===== src/rtl/dfq_pkg.sv =====
`timescale 1ns / 1ps
// ----------------------------------------------------------------------------
// dfq_pkg
// Shared types for the duplicate-rejecting FIFO queue: operation and status
// codes, sequencer states and the request and result beats.
// ----------------------------------------------------------------------------
package dfq_pkg;

  typedef enum logic [1:0] {
    OP_ENQ  = 2'd0,
    OP_DEQ  = 2'd1,
    OP_READ = 2'd2,
    OP_FIND = 2'd3
  } op_e;

  typedef enum logic [2:0] {
    ST_OK    = 3'd0,
    ST_DUP   = 3'd1,
    ST_FULL  = 3'd2,
    ST_EMPTY = 3'd3,
    ST_MISS  = 3'd4
  } status_e;

  typedef enum logic [2:0] {
    S_IDLE,
    S_ISSUE,
    S_FETCH,
    S_WRITE,
    S_RESP
  } state_e;

  typedef struct packed {
    logic [3:0]  index;
    logic [31:0] value;
    op_e         op;
  } req_t;

  typedef struct packed {
    logic [3:0]  position;
    logic [4:0]  count;
    status_e     status;
    logic [31:0] data_out;
  } result_t;

endpackage


===== src/rtl/dfq_core.sv =====
`timescale 1ns / 1ps
// ----------------------------------------------------------------------------
// dfq_core
// Queue store and sequencer: a circular buffer in a single-port-read memory,
// scanned one entry at a time through one shared equality comparator.
// ----------------------------------------------------------------------------
module dfq_core #(
  parameter int DEPTH      = 16,
  parameter int DATA_WIDTH = 32
) (
  input  logic             clk_i,
  input  logic             rst_ni,
  input  logic             req_valid_i,
  output logic             req_ready_o,
  input  dfq_pkg::req_t    req_i,
  output logic             res_valid_o,
  input  logic             res_ready_i,
  output dfq_pkg::result_t res_o
);

  localparam int AW = $clog2(DEPTH);
  localparam int CW = $clog2(DEPTH + 1);
  localparam int SW = AW + 1;
  localparam int IW = (CW > 4) ? CW : 4;

  function automatic logic [AW-1:0] wrap_add(logic [AW-1:0] a, logic [AW-1:0] b);
    logic [AW:0] s;
    s = {1'b0, a} + {1'b0, b};
    if (s >= (AW+1)'(DEPTH)) begin
      s = s - (AW+1)'(DEPTH);
    end
    return s[AW-1:0];
  endfunction

  dfq_pkg::state_e        state_q, state_d;
  dfq_pkg::op_e           op_q, op_d;
  dfq_pkg::status_e       status_q, status_d;
  logic [DATA_WIDTH-1:0]  word_q, word_d;
  logic [3:0]             idx_q, idx_d;
  logic [AW-1:0]          head_q, head_d;
  logic [CW-1:0]          occ_q, occ_d;
  logic [AW-1:0]          scan_q, scan_d;
  logic [AW-1:0]          pos_q, pos_d;
  logic [DATA_WIDTH-1:0]  data_q, data_d;

  logic [DATA_WIDTH-1:0]  mem [DEPTH];
  logic [DATA_WIDTH-1:0]  rd_q;
  logic [AW-1:0]          rd_addr;
  logic [AW-1:0]          wr_addr;
  logic                   mem_we;
  logic                   hit;
  logic                   last;
  logic                   idx_ok;

  assign hit     = (rd_q == word_q);
  assign last    = ((SW'(scan_q) + SW'(1)) == SW'(occ_q));
  assign idx_ok  = (IW'(idx_q) < IW'(occ_q));
  assign rd_addr = wrap_add(head_q, (op_q == dfq_pkg::OP_READ) ? AW'(idx_q) : scan_q);
  assign wr_addr = wrap_add(head_q, AW'(occ_q));
  assign mem_we  = (state_q == dfq_pkg::S_WRITE);

  always_ff @(posedge clk_i) begin
    if (mem_we) begin
      mem[wr_addr] <= word_q;
    end
    if (state_q == dfq_pkg::S_ISSUE) begin
      rd_q <= mem[rd_addr];
    end
  end

  always_comb begin
    state_d     = state_q;
    op_d        = op_q;
    status_d    = status_q;
    word_d      = word_q;
    idx_d       = idx_q;
    head_d      = head_q;
    occ_d       = occ_q;
    scan_d      = scan_q;
    pos_d       = pos_q;
    data_d      = data_q;
    req_ready_o = 1'b0;
    res_valid_o = 1'b0;
    case (state_q)
      dfq_pkg::S_IDLE: begin
        req_ready_o = 1'b1;
        if (req_valid_i) begin
          op_d     = req_i.op;
          word_d   = DATA_WIDTH'(req_i.value);
          idx_d    = req_i.index;
          scan_d   = '0;
          pos_d    = '0;
          data_d   = '0;
          status_d = dfq_pkg::ST_OK;
          state_d  = dfq_pkg::S_ISSUE;
        end
      end
      dfq_pkg::S_ISSUE: begin
        state_d = dfq_pkg::S_FETCH;
        case (op_q)
          dfq_pkg::OP_ENQ: begin
            if (occ_q == '0) begin
              state_d = dfq_pkg::S_WRITE;
            end
          end
          dfq_pkg::OP_DEQ: begin
            if (occ_q == '0) begin
              status_d = dfq_pkg::ST_EMPTY;
              state_d  = dfq_pkg::S_RESP;
            end
          end
          dfq_pkg::OP_READ: begin
            if (!idx_ok) begin
              status_d = dfq_pkg::ST_MISS;
              state_d  = dfq_pkg::S_RESP;
            end
          end
          dfq_pkg::OP_FIND: begin
            if (occ_q == '0) begin
              status_d = dfq_pkg::ST_MISS;
              state_d  = dfq_pkg::S_RESP;
            end
          end
          default: state_d = dfq_pkg::S_RESP;
        endcase
      end
      dfq_pkg::S_FETCH: begin
        state_d = dfq_pkg::S_RESP;
        case (op_q)
          dfq_pkg::OP_DEQ: begin
            data_d = rd_q;
            head_d = wrap_add(head_q, AW'(1));
            occ_d  = occ_q - CW'(1);
          end
          dfq_pkg::OP_READ: begin
            data_d = rd_q;
          end
          dfq_pkg::OP_ENQ: begin
            if (hit) begin
              status_d = dfq_pkg::ST_DUP;
            end else if (!last) begin
              scan_d  = scan_q + AW'(1);
              state_d = dfq_pkg::S_ISSUE;
            end else if (occ_q == CW'(DEPTH)) begin
              status_d = dfq_pkg::ST_FULL;
            end else begin
              state_d = dfq_pkg::S_WRITE;
            end
          end
          dfq_pkg::OP_FIND: begin
            if (hit) begin
              pos_d = scan_q;
            end else if (!last) begin
              scan_d  = scan_q + AW'(1);
              state_d = dfq_pkg::S_ISSUE;
            end else begin
              status_d = dfq_pkg::ST_MISS;
            end
          end
          default: state_d = dfq_pkg::S_RESP;
        endcase
      end
      dfq_pkg::S_WRITE: begin
        occ_d   = occ_q + CW'(1);
        state_d = dfq_pkg::S_RESP;
      end
      dfq_pkg::S_RESP: begin
        res_valid_o = 1'b1;
        if (res_ready_i) begin
          state_d = dfq_pkg::S_IDLE;
        end
      end
      default: state_d = dfq_pkg::S_IDLE;
    endcase
  end

  assign res_o.data_out = 32'(data_q);
  assign res_o.status   = status_q;
  assign res_o.count    = 5'(occ_q);
  assign res_o.position = 4'(pos_q);

  always_ff @(posedge clk_i or negedge rst_ni) begin
    if (!rst_ni) begin
      state_q <= dfq_pkg::S_IDLE;
      head_q  <= '0;
      occ_q   <= '0;
    end else begin
      state_q <= state_d;
      head_q  <= head_d;
      occ_q   <= occ_d;
    end
  end

  always_ff @(posedge clk_i) begin
    op_q     <= op_d;
    status_q <= status_d;
    word_q   <= word_d;
    idx_q    <= idx_d;
    scan_q   <= scan_d;
    pos_q    <= pos_d;
    data_q   <= data_d;
  end

  a_occ_bound: assert property (@(posedge clk_i) disable iff (!rst_ni)
    occ_q <= CW'(DEPTH))
    else $error("occupancy above capacity");

  a_write_room: assert property (@(posedge clk_i) disable iff (!rst_ni)
    state_q == dfq_pkg::S_WRITE |-> occ_q < CW'(DEPTH))
    else $error("write into a full queue");

  a_read_in_range: assert property (@(posedge clk_i) disable iff (!rst_ni)
    (state_q == dfq_pkg::S_FETCH && op_q == dfq_pkg::OP_READ) |-> idx_ok)
    else $error("read fetched beyond occupancy");

  a_full_status: assert property (@(posedge clk_i) disable iff (!rst_ni)
    (state_q == dfq_pkg::S_RESP && status_q == dfq_pkg::ST_FULL) |-> occ_q == CW'(DEPTH))
    else $error("full reported below capacity");

  a_deq_shrinks: assert property (@(posedge clk_i) disable iff (!rst_ni)
    (state_q == dfq_pkg::S_FETCH && op_q == dfq_pkg::OP_DEQ)
      |=> occ_q == $past(occ_q) - CW'(1))
    else $error("dequeue did not release an entry");

endmodule


===== src/rtl/dedup_fifo_queue_top.sv =====
`timescale 1ns / 1ps
// ----------------------------------------------------------------------------
// dedup_fifo_queue_top
// FIFO queue that rejects duplicate words, with enqueue, dequeue, indexed
// read and find operations over stream channels.
// ----------------------------------------------------------------------------
// Usage:
//   Slave channel s_axis carries one operation per beat; master channel
//   m_axis returns exactly one result beat per operation, in order.
//   Entries sit in a circular buffer memory; head moves on dequeue, so no
//   data is shifted. One equality comparator checks one held entry at a
//   time: a memory read in the issue state, then a compare in fetch.
//   Steps per operation, accepting edge to output register load:
//     dequeue or read  : issue, fetch, result
//     enqueue          : issue and fetch per entry scanned, then a write if
//                        no duplicate and room (write at once if empty), result
//     find             : issue and fetch per entry until a hit, up to the occupancy, result
//     empty/miss early : issue, result
//   Throughput is set by the scan loop through the single memory read port;
//   the next beat is taken on the edge after the load, even while a result
//   still waits at m_axis.
//   Reset empties the queue at once; no clearing pass is needed.
//   If the receiver stalls, the result holds in the output register and the
//   sequencer waits in its result state after finishing the next operation.
// ----------------------------------------------------------------------------
module dedup_fifo_queue_top #(
  parameter int DEPTH      = 16,
  parameter int DATA_WIDTH = 32
) (
  input  logic        clk_i,
  input  logic        rst_ni,
  input  logic        s_axis_tvalid,
  output logic        s_axis_tready,
  input  logic [39:0] s_axis_tdata,  // op[1:0], value[33:2], index[37:34]
  output logic        m_axis_tvalid,
  input  logic        m_axis_tready,
  output logic [47:0] m_axis_tdata   // data_out[31:0], status[34:32],
                                     // count[39:35], position[43:40]
);

  dfq_pkg::req_t    req;
  dfq_pkg::result_t res;
  dfq_pkg::result_t out_q, out_d;
  logic             out_valid_q, out_valid_d;
  logic             res_valid;
  logic             res_ready;

  assign req.op    = dfq_pkg::op_e'(s_axis_tdata[1:0]);
  assign req.value = s_axis_tdata[33:2];
  assign req.index = s_axis_tdata[37:34];

  dfq_core #(
    .DEPTH      (DEPTH),
    .DATA_WIDTH (DATA_WIDTH)
  ) u_core (
    .clk_i       (clk_i),
    .rst_ni      (rst_ni),
    .req_valid_i (s_axis_tvalid),
    .req_ready_o (s_axis_tready),
    .req_i       (req),
    .res_valid_o (res_valid),
    .res_ready_i (res_ready),
    .res_o       (res)
  );

  // load the output register when it is empty or being drained
  assign res_ready = !out_valid_q || m_axis_tready;

  always_comb begin
    out_d       = out_q;
    out_valid_d = out_valid_q;
    if (res_valid && res_ready) begin
      out_d       = res;
      out_valid_d = 1'b1;
    end else if (m_axis_tready) begin
      out_valid_d = 1'b0;
    end
  end

  always_ff @(posedge clk_i or negedge rst_ni) begin
    if (!rst_ni) begin
      out_valid_q <= 1'b0;
    end else begin
      out_valid_q <= out_valid_d;
    end
  end

  always_ff @(posedge clk_i) begin
    out_q <= out_d;
  end

  assign m_axis_tvalid = out_valid_q;
  assign m_axis_tdata  = {4'b0, out_q.position, out_q.count, out_q.status, out_q.data_out};

endmodule

===== config.mk =====
export PLATFORM = sky130hd
export DESIGN_NAME = dedup_fifo_queue_top
export DESIGN_NICKNAME = d
export VERILOG_FILES = /design/src/rtl/dfq_pkg.sv /design/src/rtl/dfq_core.sv /design/src/rtl/dedup_fifo_queue_top.sv
export SDC_FILE = /design/constraint.sdc
export NUM_CORES = 1
export LEC_CHECK = 0
export BUFFER_PORTS_ARGS = -buffer_cell sky130_fd_sc_hd__clkbuf_2
export CORE_MARGIN = 5
export CORE_UTILIZATION = 40
export DETAILED_ROUTE_END_ITERATION = 12
export GPL_ROUTABILITY_DRIVEN = 0
export HOLD_SLACK_MARGIN = 0.02
export PLACE_DENSITY_LB_ADDON = 0.08
export SLEW_MARGIN = 20
export SYNTH_ARGS = -nofsm -noshare
export SYNTH_HDL_FRONTEND = slang
export SYNTH_SLANG_ARGS = --single-unit

===== constraint.sdc =====
create_clock -name clk_i -period 4.45 [get_ports clk_i]
set_input_delay 0.445 -clock clk_i [delete_from_list [all_inputs] [get_ports clk_i]]
set_output_delay 0.445 -clock clk_i [all_outputs]
set_load 0.1 [all_outputs]

==> flow_summary.ini <==
[clocking]
cts-root-buf = clkbuf_16
clock-sinks = 682
post_cts_buffers = 0
cts_buffer_depth = 3
postCtsHoldBufs = 34
h-tree-depth = 3
cts_tree = done
postCtsResizedCells = 0
clk_pin_slew_worst_paths_ns = 0.06
clkLatencyLatePin_ns = 0.60
cts_made_buffers = 74

[power]
switching_share_pct = 31.9
leakagePower_nw = 9.90
seqPwrFrac_pct = 39.4
p_switching_w = 0.00728
internal-power_w = 0.0156
power_frac_comb_pct = 35.6
pwr-share-clk_pct = 25.0
max-vdd-ir-drop_uv = 486
power.density_nw_per_um2 = 748

[sta]
fmax_mhz = 260
rsz0062_at_grt = false
finalHoldViolations = 0
worst_slew_pin_slew_ns = 0.993
slew_headroom_pct = 33.8
final-setup-viol-count = 0
final.setup_skew_ns = 0.0179
fin_crit_sh_pct = 86.3
min_period_ns = 3.84
final_max_slew_viol_count = 0
fin_setup_tns_ns = 0

[grt]
grt_overflow = 0
antenna_found_initial = 0
grt_max_degree = 55
grt_pass1_vias = 12700
grt.total_usage_pct = 17.8
grt_pass1_wl_mm = 90.6

[floorplan]
die_height_um = 265
initial_utilization_pct = 40.4
core_um2 = 64600
io_pins = 94
rows = 93
die_area_um2 = 70400
die_x_um = 265

[setup_path]
crit_path_end_kind = flip-flop
crit_path_start_kind = flip-flop
critPathArrivalTime_ns = 4.17
critPathRequiredTime_ns = 4.78
cp_max_fo = 37
path_class = reg -> reg

[placed_design]
portBuffers = 87
dp_hpwl_mm = 33.5
placed_cell_area_um2 = 28000

[drt]
dr.pass1.iters = 5
wl_per_cell_um = 27.7
vias = 11900
drt_iter0_drc = 938
drtAntennaViolNets = 0
detail_route.vias_per_cell = 5.30
drt-total-wl_mm = 62.4
remaining_drc_errors = 0

[synth]
synth-edff-count = 669
syn_area_per_cell_um2 = 22.6
yosys_register_bits = 682
synthFlopType = edfxtp_1
async_flop_share_pct = 1.91
synthesis.instances = 1153
synth_area_um2 = 26100
yosysWarnings = 0
yosysSeqAreaShare_pct = 78.3
synth_cell_type_count = 46

[run_status]
status = finished, final reports clean

[final_layout]
final_area_um2 = 30500
fillers = 5361
fin_nets = 1408
syn_to_final_growth_pct = 17.1
drive_above_1_share_pct = 28.7
antenna_cells = 0

[run]
maxCapViolCount = 0

[worst_hold_path]
hp-class = in -> reg
## per-layer routing
metal	part of all wire, %	global-route usage (%)
met1	45	25.3
met2	49	29.3
met3	4.2	2.67
met4	1.6	4.35
met5	0	0
## cell families after synthesis
kind of cell,share of synthesized area (%)
DFF,78.3
adders and majority gates,1.14
other,0.0144
and+or+nand+nor,2.54
xor gates and xnor gates,1.89
muxes,14.1
buffers and inverters,1.10
AOI/OAI and AO/OA,0.950
## synth_stat cells, drive strengths merged (2+ instances only)
| master | number | area share [%] |
|---|---|---|
| nand2 | 23 | 0.33 |
| o21ai | 7 | 0.13 |
| inv | 10 | 0.14 |
| xor2 | 11 | 0.37 |
| nand4 | 11 | 0.26 |
| buf | 24 | 0.59 |
| nor2 | 36 | 0.52 |
| nand3 | 6 | 0.12 |
| mux4 | 160 | 14 |
| xnor2 | 42 | 1.4 |
| and3 | 2 | 0.048 |
| dfrtp | 13 | 1.2 |
| ha | 19 | 0.91 |
| a21oi | 12 | 0.24 |
| fa | 3 | 0.23 |
| o41ai | 2 | 0.067 |
| and2 | 38 | 0.91 |
| a211oi | 2 | 0.058 |
| a31oi | 3 | 0.072 |
| clkbuf | 25 | 0.36 |
| edfxtp | 669 | 77 |
| mux2i | 2 | 0.077 |
| mux2 | 4 | 0.17 |
| nor3 | 3 | 0.058 |
| nor4 | 2 | 0.048 |
| a21o | 4 | 0.12 |
| nor2b | 4 | 0.096 |
| nand2b | 3 | 0.072 |
## flip-flops by register name, indices dropped and copies added (netlist names)
register and flops:
u_core.mem 512, u_core.head_q 4, u_core.state_q 3, m_axis_tdata 44, u_core.occ_q 5, u_core.data_q 32, u_core.rd_q 32, u_core.idx_q 4
u_core.word_q 32, m_axis_tvalid 1, u_core.op_q 2, u_core.status_q 3, u_core.pos_q 4, u_core.scan_q 4
## final cells by class
class | instances | area (µm²) | share of cell area [%]
Clock buffer | 99 | 2010 | 6.58
Clock inverter | 31 | 210 | 0.688
Inverter | 10 | 37.5 | 0.123
Multi-Input combinational cell | 415 | 5560 | 18.2
Sequential cell | 682 | 20400 | 66.8
Tap cell | 855 | 1070 | 3.50
Timing Repair Buffer | 159 | 1240 | 4.05
## placed cells by master (no fill, tap or decap), types with 6 or more instances in the layout
| cell type | n |
|---|---|
| xor2_1 | 11 |
| clkinv_1 | 22 |
| ha_1 | 18 |
| nor2_1 | 20 |
| clkbuf_1 | 22 |
| clkbuf_2 | 87 |
| a21oi_1 | 11 |
| clkbuf_16 | 77 |
| nor2_4 | 16 |
| o21ai_0 | 7 |
| inv_1 | 8 |
| dfrtp_1 | 13 |
| nand2_1 | 22 |
| xnor2_1 | 40 |
| and2_1 | 38 |
| nand4_1 | 11 |
| buf_12 | 14 |
| mux4_2 | 158 |
| buf_4 | 24 |
| nand3_1 | 6 |
| dlygate4sd3_1 | 34 |
| edfxtp_1 | 669 |
## stage by stage
stage	utilization, %	total power (W)	hold WS (ns)	instances	worst slack (ns)
3_3_place_gp	43.3	0.0174	0.391	2087	0.616
6_report	47.3	0.0228	0.0718	2251	0.610
5_1_grt	47.3	0.0240	0.0481	2251	0.537
2_1_floorplan	-	0.0148	0.149	1156	0.157
3_5_place_dp	43.3	0.0175	0.392	2087	0.616
4_1_cts	47.3	0.0233	0.0296	2251	0.610
## path summary, 6_finish.rpt
path | start | to | slack (ns) | cells past startpoint
min in group asynchronous | rst_ni | u_core.occ_q[4] | 0.31 | 2
hold reg to reg | u_core.status_q[1] | m_axis_tdata[33] | 0.42 | 0
setup reg to reg | u_core.op_q[0] | u_core.rd_q[20] | 0.61 | 8
setup / recovery | u_core.op_q[0] | u_core.rd_q[20] | 0.61 | 8
hold / removal | s_axis_tdata[33] | u_core.word_q[31] | 0.07 | 1
max in group asynchronous | rst_ni | u_core.state_q[0] | 3.84 | 2
## critical path, stage by stage, from the launching register on
cell	delay [ns]
edfxtp_1	0.42
inv_1	0.14
ha_1	0.24
mux2_2	0.38
ha_4	0.17
fa_4	1.02
buf_12	0.31
mux4_2	0.37
mux4_2	0.49
## power by group through the flow
stage               sequential, W  clock [W]  combinational (W)
floorplan                 0.00923          0            0.00558
global placement          0.00912          0            0.00828
detailed placement        0.00915          0            0.00832
CTS                       0.00902    0.00590            0.00834
global route              0.00910    0.00616            0.00870
finish                    0.00900    0.00571            0.00812
(Power assumes the default switching activity.)
